**src/rtl/core/assert_macros.svh**
```systemverilog
// Assertion macros for the RTL datapath.
`ifndef ASSERT_MACROS_SVH
`define ASSERT_MACROS_SVH
`ifndef ASSERT_OFF
// Same-cycle implication
`define ASSERT_IMPLIES(label, clk, rst_n, ante, cons) \
    label: assert property (@(posedge clk) disable iff (!rst_n) (ante) |-> (cons)) \
        else $error("assertion failed");
// Next-cycle implication
`define ASSERT_NEXT(label, clk, rst_n, ante, cons) \
    label: assert property (@(posedge clk) disable iff (!rst_n) (ante) |=> (cons)) \
        else $error("assertion failed");
`else
`define ASSERT_IMPLIES(label, clk, rst_n, ante, cons)
`define ASSERT_NEXT(label, clk, rst_n, ante, cons)
`endif
`endif

```
**src/rtl/core/icts_pkg.sv**
```systemverilog
`timescale 1ns / 1ps
package icts_pkg;

    // Field widths
    localparam int IDX_W      = 12;
    localparam int CDF_W      = 32;
    localparam int U_W        = 31;
    localparam int STEP_W     = 20;
    localparam int ENERGY_W   = 32;
    localparam int STATUS_W   = 2;
    localparam int PROD_W     = U_W + STEP_W;
    localparam int CNT_W      = $clog2(STEP_W);

    // Register port
    localparam int APB_ADDR_W = 3;
    localparam int APB_DATA_W = 32;
    localparam int REG_IDX_W  = APB_ADDR_W - 2;
    localparam logic [REG_IDX_W-1:0] REG_ENERGY_STEP = '0;
    localparam logic [STEP_W-1:0]    ENERGY_STEP_RST = STEP_W'(320);

    localparam int TABLE_ENTRIES_DEF = 4096;

    // Transaction kinds
    localparam logic FUNC_LOAD   = 1'b0;
    localparam logic FUNC_SAMPLE = 1'b1;

    // Clamp codes
    localparam logic [STATUS_W-1:0] CLAMP_NONE = 2'd0;
    localparam logic [STATUS_W-1:0] CLAMP_LOW  = 2'd1;
    localparam logic [STATUS_W-1:0] CLAMP_HIGH = 2'd2;

    typedef enum logic [3:0] {
        S_IDLE,
        S_SRCH,
        S_CMP,
        S_RD0,
        S_RD1,
        S_PREP,
        S_MULF,
        S_MULB,
        S_DIV,
        S_SUM,
        S_OUT
    } t_state;

    typedef enum logic [1:0] {
        RD_MID,
        RD_LO_M1,
        RD_LO
    } t_rd_sel;

    typedef struct packed {
        logic    start;
        logic    wr;
        logic    rd_en;
        t_rd_sel rd_sel;
        logic    cmp;
        logic    cap_c0;
        logic    prep;
        logic    mul_frac;
        logic    mul_base;
        logic    div_step;
        logic    sum;
        logic    res_low;
        logic    out_load;
    } t_dp_cmd;

    typedef struct packed {
        logic search_done;
        logic lo_zero;
        logic lo_full;
        logic div_last;
        logic out_free;
    } t_dp_status;

endpackage

```
**src/rtl/core/icts_ctrl.sv**
```systemverilog
`timescale 1ns / 1ps
module icts_ctrl
    import icts_pkg::*;
(
    input  logic       i_clk,
    input  logic       i_rst_n,
    input  logic       i_in_valid,
    input  logic       i_func,
    input  t_dp_status i_status,
    output logic       o_in_stall,
    output t_dp_cmd    o_cmd
);

    t_state r_state;
    t_state n_state;
    logic   in_acc;

    assign o_in_stall = (r_state != S_IDLE);
    assign in_acc     = i_in_valid && !o_in_stall;

    // State register
    always_ff @(posedge i_clk) begin
        if (!i_rst_n) begin
            r_state <= S_IDLE;
        end else begin
            r_state <= n_state;
        end
    end

    // Next state
    always_comb begin
        n_state = r_state;
        unique case (r_state)
            S_IDLE: begin
                if (in_acc && (i_func == FUNC_SAMPLE)) begin
                    n_state = S_SRCH;
                end
            end
            S_SRCH: begin
                priority if (!i_status.search_done) begin
                    n_state = S_CMP;
                end else if (i_status.lo_zero) begin
                    n_state = S_OUT;
                end else if (i_status.lo_full) begin
                    n_state = S_MULB;
                end else begin
                    n_state = S_RD0;
                end
            end
            S_CMP:  n_state = S_SRCH;
            S_RD0:  n_state = S_RD1;
            S_RD1:  n_state = S_PREP;
            S_PREP: n_state = S_MULF;
            S_MULF: n_state = S_MULB;
            S_MULB: begin
                n_state = i_status.lo_full ? S_SUM : S_DIV;
            end
            S_DIV: begin
                if (i_status.div_last) begin
                    n_state = S_SUM;
                end
            end
            S_SUM:  n_state = S_OUT;
            S_OUT: begin
                if (i_status.out_free) begin
                    n_state = S_IDLE;
                end
            end
            default: n_state = S_IDLE;
        endcase
    end

    // Datapath commands
    always_comb begin
        o_cmd        = '0;
        o_cmd.rd_sel = RD_MID;
        unique case (r_state)
            S_IDLE: begin
                o_cmd.start = in_acc && (i_func == FUNC_SAMPLE);
                o_cmd.wr    = in_acc && (i_func == FUNC_LOAD);
            end
            S_SRCH: begin
                o_cmd.rd_en   = !i_status.search_done;
                o_cmd.res_low = i_status.search_done && i_status.lo_zero;
            end
            S_CMP: o_cmd.cmp = 1'b1;
            S_RD0: begin
                o_cmd.rd_en  = 1'b1;
                o_cmd.rd_sel = RD_LO_M1;
            end
            S_RD1: begin
                o_cmd.rd_en  = 1'b1;
                o_cmd.rd_sel = RD_LO;
                o_cmd.cap_c0 = 1'b1;
            end
            S_PREP: o_cmd.prep     = 1'b1;
            S_MULF: o_cmd.mul_frac = 1'b1;
            S_MULB: o_cmd.mul_base = 1'b1;
            S_DIV:  o_cmd.div_step = 1'b1;
            S_SUM:  o_cmd.sum      = 1'b1;
            S_OUT:  o_cmd.out_load = i_status.out_free;
            default: begin
                o_cmd = '0;
            end
        endcase
    end

endmodule

```
**config.mk**
```make
export PLATFORM = sky130hd
export DESIGN_NAME = icts_ctrl
export DESIGN_NICKNAME = d
export VERILOG_FILES = /design/src/rtl/core/assert_macros.svh /design/src/rtl/core/icts_pkg.sv /design/src/rtl/core/icts_ctrl.sv
export SDC_FILE = /design/constraint.sdc
export NUM_CORES = 1
export LEC_CHECK = 0
export BUFFER_PORTS_ARGS = -buffer_cell sky130_fd_sc_hd__buf_4
export CAP_MARGIN = 15
export CORE_AREA = 3 3 40 42
export DETAILED_ROUTE_END_ITERATION = 6
export DIE_AREA = 0 0 43 45
export PLACE_DENSITY_LB_ADDON = 0.25
export SLEW_MARGIN = 20
export SYNTH_ARGS = -nofsm -noshare
export SYNTH_HDL_FRONTEND = slang
export SYNTH_SLANG_ARGS = --single-unit
```
**constraint.sdc**
```tcl
create_clock -name i_clk -period 1.95 [get_ports i_clk]
set_input_delay 0.2925 -clock i_clk [delete_from_list [all_inputs] [get_ports i_clk]]
set_output_delay 0.2925 -clock i_clk [all_outputs]
set_load 0.03 [all_outputs]
```
After elaboration in Yosys (flattened, before gate mapping)
Index checks and enable logic that the tools add are counted.
Cells by class
  reduce and logical (&&, ||, !) cells: 10
  eq/ne operators: 13
  muxes and demuxes: 20
  bitwise operators: 1
Operators with widths (count)
  one-hot mux 4 bit (11 select lines): 1
  2-to-1 mux 4 bit: 5
  equality test 4 x 3 -> 1 bit (second input constant): 4
  equality test 4 bit (second input constant): 3
  2-to-1 mux 1 bit: 10
  equality test 4 x 2 -> 1 bit (second input constant): 2
  != test 2 bit (second input constant): 3
  equality test 4 x 1 -> 1 bit (second input constant): 1
  logical AND 1 bit: 4
  zero test 4 bit: 1
  one-hot mux 2 bit (2 select lines): 1
  nonzero test 4 bit: 1
  2-to-1 mux 3 bit: 1
  AND reduction 3 bit: 1
  zero test 1 bit: 2
  2-to-1 mux 2 bit: 1
  one-hot mux 1 bit (2 select lines): 1
  OR reduction 2 bit: 1
  inverter 1 bit: 1
Storage, ports and cells
  input bits: 9
  register bits after elaboration: 4
  output and inout port bits: 15
  word-level logic and storage cells: 45

Longest topological paths before layout
  word-level depth: 6
  mapped depth: 5
  mapped depth without buffers: 4

Least setup slack after synthesis
No wires, ideal clock.
  path type: flip-flop to output port
  start point: register r_state[2]
  end point: output port o_cmd[10] (netlist name)
  buffers on the path: 2
  stages on the path, launching flop included: 5
  data required time: 1.657 ns
  setup slack: 0.017 ns
  arrival time: 1.640 ns
  cell sequence: dfxtp_1 -> buf_6 -> nand2b_1 -> nor3_1 -> buf_4
RTL lines
  start: declaration: line icts_ctrl.sv:14  | t_state r_state;
  start signal: assignment: line icts_ctrl.sv:26  | r_state <= n_state;
  end: declaration: line icts_ctrl.sv:11  | output t_dp_cmd o_cmd

==> metrics.md <==
| Metric | Value |
|---|---|
| Outcome | finished, final reports clean |
| # rows | 13 |
| Root Driver | clkbuf_4 |
| Worst Hold Class | input port to flip-flop |
| Clock sinks | 4 |
| GRT Overall Usage | 11.3% |
| Worst-Margin Slew | 524 ps |
| FMAX | 0.574 GHz |
| WP data arrival | between 1000 and 1500 ps |
| Nature of the critical path endpoint | primary output |
| Count of final max-slew check failures | 0 |
| Ys async rst share | 0% |
| RSZ-0062 raised after global routing | false |
| Area leader, netlist | dfxtp_1 |
| Setup_tns | 0 ps |
| Die width | 43 microns |
| Layout cells sized above 1 | between 30 and 40% |
| Cell with the most instances after synthesis | nor2_1 |
| Clock Latency Late Sink | 240 ps |
| Slack of the worst reg-to-reg path | 410 ps |
| Setup Skew | ~5.5 ps |
| # DRC | 0 |
| Final HPWL DP | 796 microns |
| Syn avg cell area | approximately 7.3 sq um |
| Area added between synthesis and finish | 41.4% |
| Net Count, Synth | 67 |
| Worst-path fanout max | 14 |
| Placed Instances | 91 |
| Slew headroom | 65.0% |
| Nets | 90 |
| Die height | around 45 microns |
| Max Root-Sink Buffers | 2 |
| Synth area leaders | dfxtp_1, nand2b_1, nor2_1, nor3_1, buf_6 |
| Antenna violations before repair | 0 |
| Tcrit/Tclk final | 89.4% |
| Htree depth | 1 |
| PD cells | 632 nW/um^2 |
| R2R depth | 3 |
| Setup CP Type | flip-flop to primary output |
| EDFF count, synth | 0 |
| Final WL | 1050 microns |
| TritonCTS buffer count | 3 |
| Via Count | 450 |
| CTS Hold Bufs | 0 |
| Initial DRC count | 6 |
| Max cap viols | 0 |
| Crit path from | r_state[3] |
| Post-cts sizing count | 0 |
| Tmin final | 1740 ps |
| Postcts setup bufs | 0 |
| P_leak | 0.291 nW |
| Core ar. | 1280 sq um |
| Detailed Routing Iterations Pass 1 | 4 |
| Critical path capture point | o_cmd[0] |
| Startpoint Class | flip-flop |
| N_diodes | 0 |
| #FFs+latches synth | 4 |
| Vias in the first global route | 397 |
| CTS tree | done |
| Required @ worst endpoint | between 1500 and 2000 ps |
| Drt wl/cell | 11.2 microns |
| Cells after Synth | 58 |
| Largest net degree at the start of global routing | 16 |
| Mapped Area | approximately 420 sq um |
| GR Overflow Total | 0 |
| Drt via density | 4.79 |
| R2r endpoint | r_state[3] |
| Main synth FF type | dfxtp_1 |
| Antenna-violating nets left | 0 |
| Worst-path clk slew | 40 ps |
| Max VDD drop | ~0.00069 V |
| YS warnings | 0 |
| Top-area cell type share of the netlist area | 18.9% |
| Commonest cells in the netlist | nor2_1, nand2_1, nand2b_1, nor3_1, dfxtp_1 |
| Gpl congestion | ~0.72 |
| Post-synth cell types | 30 |
| Sequential fraction of the synthesis area | 18.9% |
| Worst r2r src | r_state[3] |
| Max reg flops | 4 |
| Filler Cell Count | 141 |
| Final Hold Viols | 0 |
| Die area | a little under 2000 sq um |
| Port-buffer cells | 23 |
| Top reg by flops | r_state |
| Global-route wire length before repair | 1660 microns |
| Starting density of the core | 32.9% |
| Regs by FF count | r_state (4) |
| Layout Cells excl Fill | 94 |
| I/O Pins | 24 |
| Final setup viols | 0 |
==> per-stage QoR <==
| stage | util (%) | total power, mW | setup slack (ps) | cell area, sq um | hold WS, ps |
|---|---|---|---|---|---|
| 5_1_grt | 46.5 | 0.406 | 84.0 | 598 | 295 |
| 4_1_cts | 46.5 | 0.384 | 190 | 598 | 288 |
| 3_5_place_dp | 44.8 | 0.278 | 428 | 576 | 526 |
| 6_report | 46.5 | 0.378 | 207 | 598 | 292 |
| 2_1_floorplan | - | 0.228 | 17.1 | 423 | 414 |
| 3_3_place_gp | 44.8 | 0.278 | 423 | 576 | 525 |
==> worst max-delay path, stage by stage (launching register included) <==
cell,delay [ps]
dfxtp_1,640
nand2b_1,190
nor3_1,200
buf_4,190
==> area by class of cell <==
| type | instances | area [sq um] | share of cell area (%) |
|---|---|---|---|
| Timing Repair Buffer | 23 | 173 | 28.9 |
| Inverter | 3 | 11.3 | 1.88 |
| Clock buffer | 3 | 22.5 | 3.77 |
| Sequential cell | 4 | 80.1 | 13.4 |
| Tap cell | 15 | 18.8 | 3.14 |
| Multi-Input combinational cell | 46 | 293 | 49.0 |
==> per-layer routing <==
metal | wire (microns) | vias to the layer above | track usage (%)
met3 | 78 | 0 | 5.18
li1 | - | 245 | -
met5 | 0 | - | 0
met4 | 0 | 0 | 1.81
met1 | 490 | 189 | 14.7
met2 | 485 | 16 | 17.7
==> logic make-up after synthesis <==
group / synth area share (%)
AO/OA/AOI/OAI: 21.9
XOR/XNOR: 2.07
buffers and inverters: 11.8
flip-flops: 18.9
multiplexers: 2.37
AND/OR/NAND/NOR: 42.9
==> worst min path at each step <==
| stage | slack [ps] | cells past startpoint | start | endpoint |
|---|---|---|---|---|
| floorplan | 410 | 1 | i_rst_n | r_state[2] |
| global placement | 530 | 2 | i_rst_n | r_state[2] |
| detailed placement | 530 | 2 | i_rst_n | r_state[2] |
| CTS | 290 | 2 | i_rst_n | r_state[2] |
| global route | 290 | 2 | i_rst_n | r_state[2] |
| finish | 290 | 2 | i_rst_n | r_state[2] |
==> power breakdown <==
part | switching, mW | internal (mW) | total (mW) | leakage [nW]
Sequential | 0.0267 | 0.0895 | 0.116 | 0.0326
Clock | 0.0335 | 0.0688 | 0.102 | 0.0138
Combinational | 0.0884 | 0.0711 | 0.159 | 0.245
==> layout by cell type, fill, tap and decap left out <==
| master | instances |
|---|---|
| nor4_4 | 1 |
| o21ai_1 | 1 |
| o2bb2ai_1 | 1 |
| nand3_1 | 1 |
| a21oi_1 | 3 |
| dfxtp_1 | 4 |
| nor2_1 | 8 |
| or3_1 | 1 |
| nor3_1 | 5 |
| nor2_2 | 1 |
| o211a_1 | 1 |
| a21boi_1 | 1 |
| xor2_1 | 1 |
| and2_1 | 1 |
| and4bb_1 | 1 |
| nand2_1 | 5 |
| o221a_1 | 1 |
| a21boi_0 | 1 |
| inv_1 | 3 |
| nand2b_1 | 5 |
| and3_1 | 2 |
| a22oi_1 | 1 |
| nor2b_1 | 1 |
| buf_4 | 23 |
| a2111oi_2 | 1 |
| clkbuf_4 | 3 |
| o21ai_0 | 1 |
| mux2i_1 | 1 |
Note: power is estimated with default switching activity, not from simulation.
